`config.mk`:
```
export PLATFORM = sky130hd
export DESIGN_NAME = sdl_blend
export DESIGN_NICKNAME = d
export VERILOG_FILES = /design/src/sv/sdl_pkg.sv /design/src/sv/sdl_blend.sv
export SDC_FILE = /design/constraint.sdc
export NUM_CORES = 1
export LEC_CHECK = 0
export ABC_AREA = 1
export BUFFER_PORTS_ARGS = -buffer_cell sky130_fd_sc_hd__buf_2
export CAP_MARGIN = 10
export CORE_MARGIN = 4
export CORE_UTILIZATION = 35
export CTS_CLUSTER_DIAMETER = 80
export DETAILED_ROUTE_END_ITERATION = 7
export GPL_TIMING_DRIVEN = 1
export PLACE_DENSITY = 0.47
export SETUP_SLACK_MARGIN = 0.02
export SYNTH_ARGS = -nofsm -noshare
export SYNTH_HDL_FRONTEND = slang
export SYNTH_SLANG_ARGS = --single-unit
```
`constraint.sdc`:
```
create_clock -name clk -period 19.4 [get_ports clk]
set_input_delay 2.91 -clock clk [delete_from_list [all_inputs] [get_ports clk]]
set_output_delay 2.91 -clock clk [all_outputs]
set_load 0.03 [all_outputs]
```
`src/sv/sdl_pkg.sv`:
```
// shared constants, types and state encodings for the stereo delay line
package sdl_pkg;

  localparam int SAMPLE_BITS = 16;
  localparam int RING_BITS   = 12;
  localparam int DELAY_BITS  = 12;
  localparam int LEN_BITS    = 16;
  localparam int REQ_BITS    = 16;
  localparam int CMD_BITS    = 2;
  localparam int CFG_BITS    = 2;
  localparam int CFG_DATA_BITS = 16;

  localparam int IN_DATA_BITS  = ((2 * SAMPLE_BITS + REQ_BITS + 7) / 8) * 8;
  localparam int OUT_DATA_BITS = ((2 * SAMPLE_BITS + DELAY_BITS + 7) / 8) * 8;
  localparam int FRAME_BITS    = 2 * SAMPLE_BITS;

  // blend unit widths
  localparam int OPND_BITS = SAMPLE_BITS + 1;
  localparam int DIFF_BITS = SAMPLE_BITS + 2;
  localparam int PROD_BITS = LEN_BITS + SAMPLE_BITS + 3;
  localparam int MAG_BITS  = LEN_BITS + SAMPLE_BITS;
  localparam int NUM_BITS  = MAG_BITS + 2;
  localparam int QUO_BITS  = SAMPLE_BITS;
  localparam int REM_BITS  = LEN_BITS + 2;
  localparam int DIV_BITS  = LEN_BITS + 1;
  localparam int CNT_BITS  = $clog2(QUO_BITS);

  localparam logic [CMD_BITS-1:0] CMD_SAMPLE    = 2'd0;
  localparam logic [CMD_BITS-1:0] CMD_SET_DELAY = 2'd1;
  localparam logic [CMD_BITS-1:0] CMD_CLEAR     = 2'd2;
  localparam logic [CMD_BITS-1:0] CMD_UNUSED    = 2'd3;

  localparam logic [CFG_BITS-1:0] CFG_FADE_LENGTH = 2'd0;
  localparam logic [CFG_BITS-1:0] CFG_DELAY_LIMIT = 2'd1;

  localparam logic [LEN_BITS-1:0]   FADE_LENGTH_RESET = 16'd480;
  localparam logic [DELAY_BITS-1:0] DELAY_LIMIT_RESET = 12'd4095;

  typedef struct packed {
    logic signed [OPND_BITS-1:0] a;
    logic signed [OPND_BITS-1:0] b;
    logic [LEN_BITS-1:0]         pos;
    logic [LEN_BITS-1:0]         len;
  } blend_req_t;

  typedef enum logic [2:0] {
    BL_IDLE,
    BL_MUL,
    BL_LOAD,
    BL_DIV,
    BL_DONE
  } blend_state_t;

  typedef enum logic [3:0] {
    ST_IDLE,
    ST_WRITE,
    ST_READ_NEW,
    ST_READ_OLD,
    ST_CAPTURE,
    ST_LEFT_GO,
    ST_LEFT_WAIT,
    ST_RIGHT_GO,
    ST_RIGHT_WAIT,
    ST_SNAP_GO,
    ST_SNAP_WAIT,
    ST_FINISH
  } seq_state_t;

endpackage

```
`src/sv/sdl_blend.sv`:
```
// shared blend unit: a + round(pos * (b - a) / len) by serial restoring division
module sdl_blend (
  input  logic                                  clk,
  input  logic                                  rst,
  input  logic                                  start,
  input  sdl_pkg::blend_req_t                   req,
  output logic                                  done,
  output logic signed [sdl_pkg::OPND_BITS-1:0]  result
);

  sdl_pkg::blend_state_t state, state_next;

  logic signed [sdl_pkg::OPND_BITS-1:0] a_q;
  logic signed [sdl_pkg::DIFF_BITS-1:0] diff;
  logic [sdl_pkg::LEN_BITS-1:0]         pos_q;
  logic [sdl_pkg::LEN_BITS-1:0]         len_q;
  logic signed [sdl_pkg::PROD_BITS-1:0] prod;
  logic                                 neg;
  logic [sdl_pkg::REM_BITS-1:0]         rem;
  logic [sdl_pkg::QUO_BITS-1:0]         num_lo;
  logic [sdl_pkg::QUO_BITS-1:0]         quo;
  logic [sdl_pkg::CNT_BITS-1:0]         cnt;
  logic                                 done_q;

  logic                                 take;
  logic                                 mul_en;
  logic                                 load_en;
  logic                                 div_en;
  logic                                 fin_en;

  logic [sdl_pkg::PROD_BITS-1:0]        prod_abs;
  logic [sdl_pkg::NUM_BITS-1:0]         num;
  logic [sdl_pkg::DIV_BITS-1:0]         divisor;
  logic [sdl_pkg::REM_BITS-1:0]         trial;
  logic                                 qbit;

  always_comb begin
    state_next = state;
    case (state)
      sdl_pkg::BL_IDLE: begin
        if (start) begin
          state_next = sdl_pkg::BL_MUL;
        end
      end
      sdl_pkg::BL_MUL:  state_next = sdl_pkg::BL_LOAD;
      sdl_pkg::BL_LOAD: state_next = sdl_pkg::BL_DIV;
      sdl_pkg::BL_DIV: begin
        if (cnt == sdl_pkg::CNT_BITS'(sdl_pkg::QUO_BITS - 1)) begin
          state_next = sdl_pkg::BL_DONE;
        end
      end
      sdl_pkg::BL_DONE: state_next = sdl_pkg::BL_IDLE;
      default:          state_next = sdl_pkg::BL_IDLE;
    endcase
  end

  always_comb begin
    take    = 1'b0;
    mul_en  = 1'b0;
    load_en = 1'b0;
    div_en  = 1'b0;
    fin_en  = 1'b0;
    case (state)
      sdl_pkg::BL_IDLE: take    = start;
      sdl_pkg::BL_MUL:  mul_en  = 1'b1;
      sdl_pkg::BL_LOAD: load_en = 1'b1;
      sdl_pkg::BL_DIV:  div_en  = 1'b1;
      sdl_pkg::BL_DONE: fin_en  = 1'b1;
      default:          take    = 1'b0;
    endcase
  end

  // numerator 2*|p| + len over divisor 2*len gives round half away from zero
  always_comb begin
    prod_abs = prod[sdl_pkg::PROD_BITS-1] ? (sdl_pkg::PROD_BITS'(0) - prod) : prod;
    num      = {1'b0, prod_abs[sdl_pkg::MAG_BITS-1:0], 1'b0}
             + {{(sdl_pkg::NUM_BITS - sdl_pkg::LEN_BITS){1'b0}}, len_q};
    divisor  = {len_q, 1'b0};
    trial    = {rem[sdl_pkg::REM_BITS-2:0], num_lo[sdl_pkg::QUO_BITS-1]};
    qbit     = (trial >= {1'b0, divisor});
  end

  always_ff @(posedge clk) begin
    if (rst) begin
      state  <= sdl_pkg::BL_IDLE;
      done_q <= 1'b0;
    end else begin
      state  <= state_next;
      done_q <= fin_en;
    end
  end

  always_ff @(posedge clk) begin
    if (take) begin
      a_q   <= req.a;
      diff  <= sdl_pkg::DIFF_BITS'(req.b) - sdl_pkg::DIFF_BITS'(req.a);
      pos_q <= req.pos;
      len_q <= req.len;
    end
    if (mul_en) begin
      prod <= $signed({1'b0, pos_q}) * diff;
    end
    if (load_en) begin
      neg    <= prod[sdl_pkg::PROD_BITS-1];
      rem    <= num[sdl_pkg::NUM_BITS-1:sdl_pkg::QUO_BITS];
      num_lo <= num[sdl_pkg::QUO_BITS-1:0];
      quo    <= '0;
      cnt    <= '0;
    end
    if (div_en) begin
      rem    <= qbit ? (trial - {1'b0, divisor}) : trial;
      num_lo <= {num_lo[sdl_pkg::QUO_BITS-2:0], 1'b0};
      quo    <= {quo[sdl_pkg::QUO_BITS-2:0], qbit};
      cnt    <= cnt + 1'b1;
    end
    if (fin_en) begin
      result <= neg ? (a_q - $signed({1'b0, quo})) : (a_q + $signed({1'b0, quo}));
    end
  end

  assign done = done_q;

endmodule

```
* Word-level counts from Yosys, hierarchy flattened
Cells that the tools add are included.
** Operators by class
- Add/subtract/negate cells :: 7
- $mul :: 1
- Magnitude comparators :: 1
- Equality and inequality tests :: 7
- Mux-type cells :: 19
- Reductions and logical operators :: 3
** Operators by type and width (count)
- $mux 17 :: 4
- $mux 16 :: 4
- $mul 17x18->35 :: 1
- $sub 17x17->17 :: 2
- $add 33x16->33 :: 1
- $mux 32 :: 1
- $sub 1x32->32 const A :: 1
- $ge 18x17->1 :: 1
- $sub 17x17->18 :: 1
- $add 17x17->17 :: 1
- $pmux 3 s4 :: 1
- $mux 4 :: 2
- $eq 3x2->1 const B :: 2
- $mux 3 :: 2
- $mux 1 :: 5
- $add 4x1->4 const B :: 1
- $eq 4x4->1 const B :: 1
- $ne 2x2->1 const B :: 2
- $eq 3x1->1 const B :: 1
- $eq 3x3->1 const B :: 1
- $logic_not 3->1 :: 1
- $reduce_and 2->1 :: 1
- $reduce_bool 2->1 :: 1
** Storage, ports and cells
- Register bits :: 177
- Bits of input ports :: 69
- Output and inout bits :: 18
- Word-level logic and storage cells :: 52

* Logic depth before layout (Yosys ltp)
Gate-level depths: netlist of the first run.
- Word-level depth :: 5
- Mapped depth :: 26
- Depth with buffers taken out :: 24

* Worst setup path after synthesis of the first run
Ideal clock, no wire load.
- Path kind :: in2reg
- From :: input start
- To :: register a_q[0] in the netlist's numbering (enable)
- Arrival time :: 9.266 ns
- Required time :: 18.742 ns
- Path slack :: 9.477 ns
- Cell stages on the path :: 2
- Buffers on the path :: 0
- Path through :: inv_1 -> nor4_1
** On the way
- Cells in the longest elaborated chain, start to end :: 1
** Ends and longest elaborated chain
- from (decl) :: line sdl_blend.sv:5 : input logic start,
- $mux 1 :: line sdl_blend.sv:63 : case (state)
- via take :: line sdl_blend.sv:25 : logic take;
- to (signal assigned) :: line sdl_blend.sv:95 : a_q <= req.a;
- to (decl) :: line sdl_blend.sv:13 : logic signed [sdl_pkg::OPND_BITS-1:0] a_q;
The timed path passes the listed nets, and every way through them passes these cells.
A chain may end at the register's enable or synchronous reset.

* Final worst setup path of the first run
- From :: register pos_q[2] in the netlist's numbering
- To :: register prod[30] in the netlist's numbering (data pin)
** On the way
- Cells in the longest elaborated chain, start to end :: 1
** Ends and longest elaborated chain
- from (decl) :: line sdl_blend.sv:15 : logic [sdl_pkg::LEN_BITS-1:0] pos_q;
- from (signal assigned) :: line sdl_blend.sv:97 : pos_q <= req.pos;
- $mul 17x18->35 :: line sdl_blend.sv:101 : prod <= $signed({1'b0, pos_q}) * diff;
- to (signal assigned) :: line sdl_blend.sv:101
- to (decl) :: line sdl_blend.sv:17 : logic signed [sdl_pkg::PROD_BITS-1:0] prod;
No other way between the ends.

==> results of run 1 <==
-- cell usage after synthesis, drive strengths merged, types with 2 or more instances --
master / count
nor2: 150
or2: 2
xnor2: 35
a21boi: 10
a221oi: 2
clkbuf: 80
a21oi: 106
o31ai: 4
buf: 7
o21ai: 90
fa: 297
a31oi: 7
dfxtp: 5
a21o: 9
o21a: 5
o211ai: 4
inv: 695
edfxtp: 170
nor3: 22
o21bai: 7
nand4: 27
ha: 156
xor2: 80
nor4: 4
nand3: 85
nand3b: 7
nand2: 613
nor3b: 2
a211oi: 2
-- metrics by stage --
stage / setup WS, ps / hold slack [ps]
after floorplan: 9480 / 428
after global placement: 12870 / 466
after detailed placement: 12720 / 476
after CTS: 12720 / 492
after global routing: 12250 / 519
final: 12810 / 499
-- layout make-up --
class	instances	area, um2	area share
Timing Repair Buffer	97	513	0.0212
Inverter	696	2610	0.108
Multi-Input combinational cell	1734	14200	0.588
Sequential cell	175	5200	0.215
Clock inverter	12	119	0.00491
Tap cell	846	1060	0.0437
Clock buffer	20	479	0.0198
-- worst min-delay path by stage --
stage / startpoint / end / slack (ps) / depth (start not counted)
finish: num_lo[0] / num_lo[0] / 500 / 2
global route: num_lo[0] / num_lo[0] / 520 / 2
CTS: num_lo[0] / num_lo[0] / 490 / 2
detailed placement: num_lo[0] / num_lo[0] / 480 / 2
global placement: num_lo[0] / num_lo[0] / 470 / 2
floorplan: prod[34] / neg / 430 / 0
-- worst max-delay path: stages (launching register included) --
cell and delay [ps]:
sky130_fd_sc_hd__edfxtp_1 780, sky130_fd_sc_hd__nand2_1 210, sky130_fd_sc_hd__fa_1 780, sky130_fd_sc_hd__inv_1 110, sky130_fd_sc_hd__fa_1 900, sky130_fd_sc_hd__fa_1 520
sky130_fd_sc_hd__fa_1 480, sky130_fd_sc_hd__fa_1 550, sky130_fd_sc_hd__inv_1 50, sky130_fd_sc_hd__fa_1 520, sky130_fd_sc_hd__inv_1 40, sky130_fd_sc_hd__ha_1 370
sky130_fd_sc_hd__a21oi_1 220, sky130_fd_sc_hd__nor3_1 70, sky130_fd_sc_hd__a211oi_1 260, sky130_fd_sc_hd__o21ai_0 140, sky130_fd_sc_hd__o21bai_1 180, sky130_fd_sc_hd__xor2_1 140
-- routing by layer --
| layer | wire (um) | vias to the layer above | share of wire | track usage |
|---|---|---|---|---|
| met2 | 28300 | 287 | 0.49 | 0.311 |
| met3 | 1880 | 56 | 0.033 | 0.0221 |
| met5 | 0 | - | 0 | 0 |
| li1 | - | 8210 | - | - |
| met4 | 1000 | 0 | 0.017 | 0.0461 |
| met1 | 26200 | 8255 | 0.46 | 0.238 |
-- registers in the layout, indices dropped and copies added (netlist names) --
register,count
prod,33
diff,18
a_q,17
rem,17
result,17
len_q,16
num_lo,16
pos_q,16
quo,16
cnt,4
state,3
done,1
neg,1
-- cell families (layout without fill, tap and decap cells) --
| logic type | after synthesis | after routing |
|---|---|---|
| adder cells (fa/ha/maj) | 453 | 453 |
| XOR/XNOR | 115 | 115 |
| AO/OA/AOI/OAI | 254 | 254 |
| flip-flops | 175 | 175 |
| AND/OR/NAND/NOR | 912 | 912 |
| buffers and inverters | 783 | 825 |
==> impl_metrics.json, run 1 <==
{
  "hold_buffer_count_at_cts": 0,
  "syn-num-nets": 3214,
  "synth-compound-area-share": 0.0643,
  "grt_first_pass_wirelength_mm": 96.0,
  "seq_area_frac_synth": 0.233,
  "detail_route.vias_per_cell": 4.69,
  "floorplan.rows": 92,
  "nNetsFinal": 3243,
  "timing_hold_violations_final": 0,
  "grt_setup_unrepaired": "no",
  "post_cts_resize_count": 0,
  "htree_num_levels": 4,
  "outcome": "completed",
  "min_period_over_period": 0.340,
  "postCtsSetupRepairBufs": 0,
  "combinational_family_with_the_most_area_after_synthesis": "adder cells",
  "syn_to_final_growth_pct": 8.29,
  "postSynthRegisterBits": 175,
  "most-common-layout-cells": "sky130_fd_sc_hd__inv_1, sky130_fd_sc_hd__nand2_1, sky130_fd_sc_hd__fa_1, sky130_fd_sc_hd__edfxtp_1, sky130_fd_sc_hd__ha_1",
  "r2r_setup_slack_ps": 12810,
  "setup_total_negative_slack_ps": 0,
  "cp_data_required_time_ps": 19630,
  "min_path_type": "flip-flop to flip-flop",
  "avgRoutedWirePerCell_um": 16.0,
  "placement.cell_area_um2": 23600,
  "post-synth-top-area-cell": "sky130_fd_sc_hd__fa_1",
  "netlist_area_um2": 22400,
  "antenna_found_initial": 0,
  "floorplan.core_area_um2": 63200,
  "die_w_um": 261,
  "utilization": 0.383,
  "cts_root_buf": "sky130_fd_sc_hd__clkbuf_16",
  "synth-xor-area-share": 0.0450,
  "clockBufferDepth": 2,
  "grt_remaining_overflow": 0,
  "top_area_cell_type_share_of_the_netlist_area": 0.266,
  "cp.arrival_ps": 6820,
  "dr.pass1.iters": 5,
  "slew_viol_final": 0,
  "cts_inserted_buffers": 17,
  "worst_clock_skew_ps": 19.9,
  "synth_cells": 2692,
  "initial_util": 0.354,
  "synth_simple_gate_area_share": 0.173,
  "fill_cells": 6459,
  "synth_top_cells_by_area": "sky130_fd_sc_hd__fa_1, sky130_fd_sc_hd__edfxtp_1, sky130_fd_sc_hd__inv_1",
  "post_syn_area_per_cell_um2": 8.31,
  "async_reset_ff_frac": 0,
  "buffers_added_on_ports": 86,
  "diodes": 0,
  "crit_end": "prod[30]",
  "worst_setup_path_end_kind": "flip-flop",
  "synth_adder_area_share": 0.353,
  "cts_tree": "built",
  "measured_slew_at_the_worst_slew_check_pin_ps": 1090,
  "r2r_start": "pos_q[2]",
  "final_layout_size_suffix_gt1_frac": 0.0724,
  "yosys.cell_types.count": 52,
  "io-pin-count": 87,
  "insertion_delay_ps": 490,
  "drc": 0,
  "layout.cells.non_filler": 3580,
  "stdcell_area_um2": 24200,
  "routed_wl_mm": 57.4,
  "design.die.area_um2": 68000,
  "crit_path_max_fanout": 18,
  "final_period_demand_of_the_worst_path_ps": 6590,
  "synthMuxAreaShare": 0,
  "synth.yosys.warnings": 0,
  "grt_max_degree": 52,
  "max_clock_freq_mhz": 152,
  "place_congestion": 0.849,
  "ys.flop_type": "sky130_fd_sc_hd__edfxtp_1",
  "timing.reg2reg.worst_path_depth": 17,
  "detailedPlacementHpwl_mm": 47.0,
  "groute.usage.overall": 0.179,
  "critical_path.startpoint": "pos_q[2]",
  "initialDrtViolationCount": 1017,
  "numClockSinks": 175,
  "die_y_um": 261,
  "cp-start-kind": "flip-flop",
  "ant_nets": 0,
  "layout_commonest_cell": "sky130_fd_sc_hd__inv_1",
  "max_cap_viol_count": 0,
  "route.vias.total": 16800,
  "synth_enable_flop_cells": 170,
  "worst_setup_hold_path_clk_slew_ps": 70,
  "final-setup-viol-count": 0,
  "crit_type": "flip-flop to flip-flop",
  "regToRegEndpoint": "prod[30]",
  "place.detailed.instances": 3548,
  "relSlewSlack": 0.271,
  "grt_pass1_vias": 17900
}
Power of run 1 is not shown: default switching activity piles up to over one toggle a cycle in this logic, so the estimate is an artifact.
==> run 2: changes to the inputs <==
Settings changed: ABC_AREA 1 to 0, PLACE_DENSITY 0.47 to 0.49.
Clock period 19.4 ns to 5.68 ns, I/O delays scaled along.
==> run 2 against run 1 <==
  * The flow now finishes with violations (setup timing)
  * Hold slack worse by 35 ps
  * Sequential cell count is the same
  * Synthesized cell count fell by 19%
  * Fmax rose by 9.5%
  * Non-clock buffer count rose by 190
  * Clock-buffer cell count shrank 3
  * Register-to-register slack lost 13000 ps
  * Clock skew up 3.0 ps
  * First-iteration DRC count shrank 24%
  * Cell count fell by 10%
  * Global-route usage shrank 1.1 points
  * Synthesized area fell by 4.8%
==> impl_metrics.json, run 2 <==
{
  "relSlewSlack": 0.249,
  "drc": 0,
  "cts_root_buf": "sky130_fd_sc_hd__clkbuf_16",
  "io-pin-count": 87,
  "flip_flop_count_of_the_largest_register_after_layout": 33,
  "regArea_um2": 5200,
  "netlist_area_um2": 21300,
  "post_syn_area_per_cell_um2": 9.76,
  "layout_commonest_cell": "sky130_fd_sc_hd__inv_1",
  "multi_input_area_um2": 14700,
  "synth_enable_flop_cells": 170,
  "slew_viol_final": 0,
  "yosys.cell_types.count": 75,
  "grt_setup_unrepaired": "yes",
  "die_y_um": 255,
  "max_cap_viol_count": 0,
  "routed_wl_mm": 52.4,
  "crit_path_max_fanout": 4,
  "worst_setup_hold_path_clk_slew_ps": 80,
  "setup_total_negative_slack_ps": -3000,
  "dr.pass1.iters": 5,
  "detailedPlacementHpwl_mm": 43.3,
  "post-synth-top-count-cell": "sky130_fd_sc_hd__inv_1",
  "grt_first_pass_wirelength_mm": 86.2,
  "failed_checks": "setup timing",
  "htree_num_levels": 4,
  "design.die.area_um2": 64900,
  "cts_inserted_buffers": 17,
  "grt_max_degree": 66,
  "final_critical_path_setup_slack_ps": -340,
  "numClockSinks": 175,
  "syn_to_final_growth_pct": 18.4,
  "top_area_cell_type_share_of_the_netlist_area": 0.279,
  "grt_remaining_overflow": 0,
  "cp-start-kind": "flip-flop",
  "min_period_over_period": 1.06,
  "floorplan.core_area_um2": 60200,
  "max_clock_freq_mhz": 166,
  "postSynthRegisterBits": 175,
  "min_path_type": "flip-flop to flip-flop",
  "post-synth-top-area-cell": "sky130_fd_sc_hd__fa_1",
  "place.detailed.instances": 3159,
  "ys.flop_type": "sky130_fd_sc_hd__edfxtp_1",
  "synth.yosys.warnings": 0,
  "place_congestion": 0.843,
  "layout.cells.non_filler": 3220,
  "hold_buffer_count_at_cts": 0,
  "synth_cells": 2183,
  "measured_slew_at_the_worst_slew_check_pin_ps": 1120,
  "avgRoutedWirePerCell_um": 16.3,
  "antenna_found_initial": 0,
  "initialDrtViolationCount": 770,
  "detail_route.vias_per_cell": 4.79,
  "diodes": 0,
  "async_reset_ff_frac": 0,
  "most-common-layout-cells": "sky130_fd_sc_hd__inv_1, sky130_fd_sc_hd__fa_1, sky130_fd_sc_hd__nand2_1, sky130_fd_sc_hd__buf_4, sky130_fd_sc_hd__edfxtp_1",
  "final-setup-viol-count": 13,
  "timing_hold_violations_final": 0,
  "final_period_demand_of_the_worst_path_ps": 6020,
  "cp_data_required_time_ps": 5890,
  "buffers_added_on_ports": 86,
  "crit_type": "flip-flop to flip-flop",
  "cp.arrival_ps": 6230,
  "worst_setup_path_end_kind": "flip-flop",
  "largest_registers_in_the_final_layout": "prod: 33 flops, diff: 18 flops",
  "initial_util": 0.354,
  "cts_tree": "built",
  "insertion_delay_ps": 490,
  "synth_top_cells_by_area": "sky130_fd_sc_hd__fa_1, sky130_fd_sc_hd__edfxtp_1, sky130_fd_sc_hd__ha_1",
  "floorplan.rows": 90,
  "preCtsSetupSlack_ps": -398,
  "nNetsFinal": 2947,
  "fill_cells": 5886,
  "grt_pass1_vias": 16400,
  "register_with_the_highest_flop_count": "prod",
  "route.vias.total": 15400,
  "die_w_um": 255,
  "seq_area_frac_synth": 0.244,
  "groute.usage.overall": 0.168,
  "final_layout_size_suffix_gt1_frac": 0.185,
  "clockBufferDepth": 2,
  "outcome": "finished with violations",
  "ant_nets": 0,
  "synth.top_cells.by_count": "sky130_fd_sc_hd__inv_1, sky130_fd_sc_hd__fa_1, sky130_fd_sc_hd__nand2_1",
  "worst_clock_skew_ps": 22.9,
  "syn-num-nets": 2705
}
[run 2: cell count changes after synthesis, moves of 26 or more]
cell / change
sky130_fd_sc_hd__xor2_1: -47
sky130_fd_sc_hd__o21ai_0: -26
sky130_fd_sc_hd__a21oi_1: -27
sky130_fd_sc_hd__and2_1: +129
sky130_fd_sc_hd__xnor2_1: +66
sky130_fd_sc_hd__nand2_1: -362
sky130_fd_sc_hd__inv_1: -247
sky130_fd_sc_hd__nor2_1: -31
sky130_fd_sc_hd__nand3_1: -60
[run 2: what timing repair did]
item,CTS,global route
pin swaps,16,22
gates resized for setup,30,47
setup buffers,15,13
setup endpoints to repair,16,18
cloned,0,2
[run 2: critical path, stage by stage (launching register included)]
cell                       delay (ps)
sky130_fd_sc_hd__edfxtp_1         460
sky130_fd_sc_hd__buf_6            150
sky130_fd_sc_hd__and2_4           150
sky130_fd_sc_hd__fa_1             500
sky130_fd_sc_hd__inv_1             50
sky130_fd_sc_hd__fa_1             480
sky130_fd_sc_hd__inv_1             50
sky130_fd_sc_hd__fa_2             520
sky130_fd_sc_hd__inv_2             40
sky130_fd_sc_hd__fa_1             490
sky130_fd_sc_hd__inv_2             40
sky130_fd_sc_hd__fa_2             530
sky130_fd_sc_hd__fa_1             450
sky130_fd_sc_hd__ha_4             260
sky130_fd_sc_hd__and2_4           140
sky130_fd_sc_hd__a22oi_2          130
sky130_fd_sc_hd__nand2b_1         100
sky130_fd_sc_hd__a221o_1          380
sky130_fd_sc_hd__a21o_1           220
sky130_fd_sc_hd__a41oi_2          260
sky130_fd_sc_hd__a21oi_2          130
sky130_fd_sc_hd__nand4b_1         110
sky130_fd_sc_hd__o311ai_2         100
[run 2: kinds of logic after synthesis]
group                    synth area share
multiplexers                      0.00834
buffers and inverters              0.0899
flip-flops                          0.244
AO/OA/AOI/OAI                      0.0796
adder cells (fa/ha/maj)             0.371
XOR/XNOR                           0.0566
AND/OR/NAND/NOR                     0.150
[run 2: path summary, 6_finish.rpt]
path	from	endpoint	slack [ps]	cells past startpoint
worst min register to register	num_lo[0]	num_lo[0]	460	2
worst min-delay path	num_lo[0]	num_lo[0]	460	2
worst max register to register	pos_q[6]	prod[31]	-340	22
worst max-delay path	pos_q[6]	prod[31]	-340	22
[run 2: metrics by stage]
stage	hold slack, ps	cell area, um2	util
final	464	25200	0.419
after global routing	499	25200	0.419
after CTS	473	24900	0.414
after detailed placement	454	24100	0.400
after global placement	438	24100	0.400
after floorplan	425	21700	-
[run 2: cell type report]
class / count / area share
clock inverter: 15 / 0.00789
timing repair buffer: 287 / 0.0829
tap: 782 / 0.0388
multi-input combinational: 1501 / 0.581
clock buffer: 17 / 0.0169
inverter: 443 / 0.0659
sequential: 175 / 0.206
[run 2: per-layer routing]
metal	global-route usage	vias up	share of wire
li1	-	7446	-
met4	0.0505	0	0.022
met5	0	-	0
met1	0.227	7654	0.47
met2	0.281	262	0.47
met3	0.0264	57	0.034
Power of run 2 is left out for the same reason.
==> run 3: changes to the inputs <==
Settings changed: RECOVER_POWER set to 50.
==> run 3 against run 2 <==
  * The flow finishes with violations (capacitance limit, slew limit, setup timing)
  * Sequential share of layout area is 0.073 points higher
  * Via count hardly changed
  * Non-clock buffer count stayed put
  * Critical endpoint unchanged
  * Largest cell class unchanged
==> impl_metrics.json, run 3 (synthesis gave the netlist of run 2 again) <==
{
  "nNetsFinal": 2947,
  "cp.arrival_ps": 6230,
  "clockBufferDepth": 2,
  "timing.critical_path.cells": "buf_6 -> and2_4 -> fa_1 -> inv_1 -> fa_1 -> inv_1 -> fa_2 -> inv_2 -> fa_1 -> inv_2 -> fa_2 -> fa_1 -> ha_4 -> and2_4 -> a22oi_2 -> nand2b_1 -> a221o_1 -> a21o_1 -> a41oi_2 -> a21oi_2 -> nand4b_1 -> o311ai_2",
  "numClockSinks": 175,
  "grt_setup_unrepaired": "yes",
  "utilization": 0.417,
  "hp-start": "num_lo[0]",
  "cp-start-kind": "flip-flop",
  "cts_inserted_buffers": 17,
  "dr.pass1.iters": 5,
  "flip_flop_count_of_the_largest_register_after_layout": 33,
  "failed_checks": "capacitance limit, slew limit, setup timing",
  "max_cap_viol_count": 4,
  "final-setup-viol-count": 13,
  "grt_pass1_vias": 16400,
  "groute.usage.overall": 0.168,
  "place_congestion": 0.843,
  "cts_tree": "built",
  "crit_buf_inv": 5,
  "crit_path_max_fanout": 4,
  "largest_registers_in_the_final_layout": "prod: 33 flops, diff: 18 flops",
  "timing_hold_violations_final": 0,
  "diodes": 0,
  "worst_setup_path_end_kind": "flip-flop",
  "htree_num_levels": 4,
  "register_with_the_highest_flop_count": "prod",
  "antenna_found_initial": 0,
  "max_incr_delay_on_cp_ps": 530,
  "insertion_delay_ps": 490,
  "detailedPlacementHpwl_mm": 43.3,
  "finalHoldWorstSlack_ps": 464,
  "final_period_demand_of_the_worst_path_ps": 6020,
  "critical-path-slowest-cell": "sky130_fd_sc_hd__fa_2",
  "critical_path.startpoint": "pos_q[6]",
  "die_w_um": 255,
  "worst_setup_hold_path_clk_slew_ps": 80,
  "worst_clock_skew_ps": 23.2,
  "fill_cells": 5910,
  "cpLargestDelayFamily": "adder cells",
  "min_period_over_period": 1.06,
  "drc": 0,
  "avgRoutedWirePerCell_um": 16.3,
  "syn_to_final_growth_pct": 18.0,
  "detail_route.vias_per_cell": 4.79,
  "ant_nets": 0,
  "min_path_type": "flip-flop to flip-flop",
  "regArea_um2": 5200,
  "floorplan.rows": 90,
  "floorplan.core_area_um2": 60200,
  "routed_wl_mm": 52.4,
  "relSlewSlack": -1.30,
  "outcome": "finished with violations",
  "final_critical_path_setup_slack_ps": -340,
  "path_common_cell": "sky130_fd_sc_hd__fa_1",
  "die_y_um": 255,
  "measured_slew_at_the_worst_slew_check_pin_ps": 3450,
  "io-pin-count": 87,
  "cp_data_required_time_ps": 5890,
  "design.die.area_um2": 64900,
  "final_layout_size_suffix_gt1_frac": 0.166,
  "r2r_start": "pos_q[6]",
  "layout_commonest_cell": "sky130_fd_sc_hd__inv_1",
  "grt_first_pass_wirelength_mm": 86.2,
  "route.vias.total": 15400,
  "buffers_added_on_ports": 86,
  "initialDrtViolationCount": 798,
  "max_clock_freq_mhz": 166,
  "hold_buffer_count_at_cts": 0,
  "initial_util": 0.354,
  "crit_type": "flip-flop to flip-flop",
  "cts_root_buf": "sky130_fd_sc_hd__clkbuf_16",
  "grt_max_degree": 66,
  "multi_input_area_um2": 14600,
  "slew_viol_final": 190,
  "most-common-layout-cells": "sky130_fd_sc_hd__inv_1, sky130_fd_sc_hd__fa_1, sky130_fd_sc_hd__nand2_1, sky130_fd_sc_hd__edfxtp_1, sky130_fd_sc_hd__buf_4",
  "grt_remaining_overflow": 0
}
run 3: cell type report:
class                      instances  area share
sequential                       175       0.207
clock inverter                    15     0.00792
timing repair buffer             287      0.0803
inverter                         443      0.0662
tap                              782      0.0389
multi-input combinational       1501       0.583
clock buffer                      17      0.0169
run 3: metrics by stage:
stage	std cells	area, um2	setup WS [ps]	TNS, ps
2_1_floorplan	2183	21700	6.22	0
3_3_place_gp	3159	24100	-315	-2790
3_5_place_dp	3159	24100	-398	-3150
4_1_cts	3206	24900	-339	-2250
5_1_grt	3220	25100	-559	-5960
6_report	3220	25100	-340	-3010
run 3: final timing paths:
path                    end  slack, ps  cells past startpoint
setup / recovery   prod[31]       -340                     22
setup reg to reg   prod[31]       -340                     22
hold reg to reg   num_lo[0]        460                      2
hold / removal    num_lo[0]        460                      2
run 3: tightest hold or removal path, delay by kind of cell, from the launching register on:
kind             cells  cell delay, ps
flip-flops           1             330
AO/OA/AOI/OAI        1              60
AND/OR/NAND/NOR      1              50
run 3: timing repair:
item	CTS	global route
gates cloned	0	2
setup buffers	15	13
endpoints found under the setup margin	16	18
gates resized for setup	30	47
pin swaps	16	22
run 3: layer usage:
layer | vias up | global-route usage | wire (um)
met2 | 282 | 0.281 | 24800
li1 | 7444 | - | -
met3 | 51 | 0.0264 | 1930
met5 | - | 0 | 0
met4 | 0 | 0.0505 | 1140
met1 | 7631 | 0.227 | 24600
Power of run 3 is left out for the same reason.
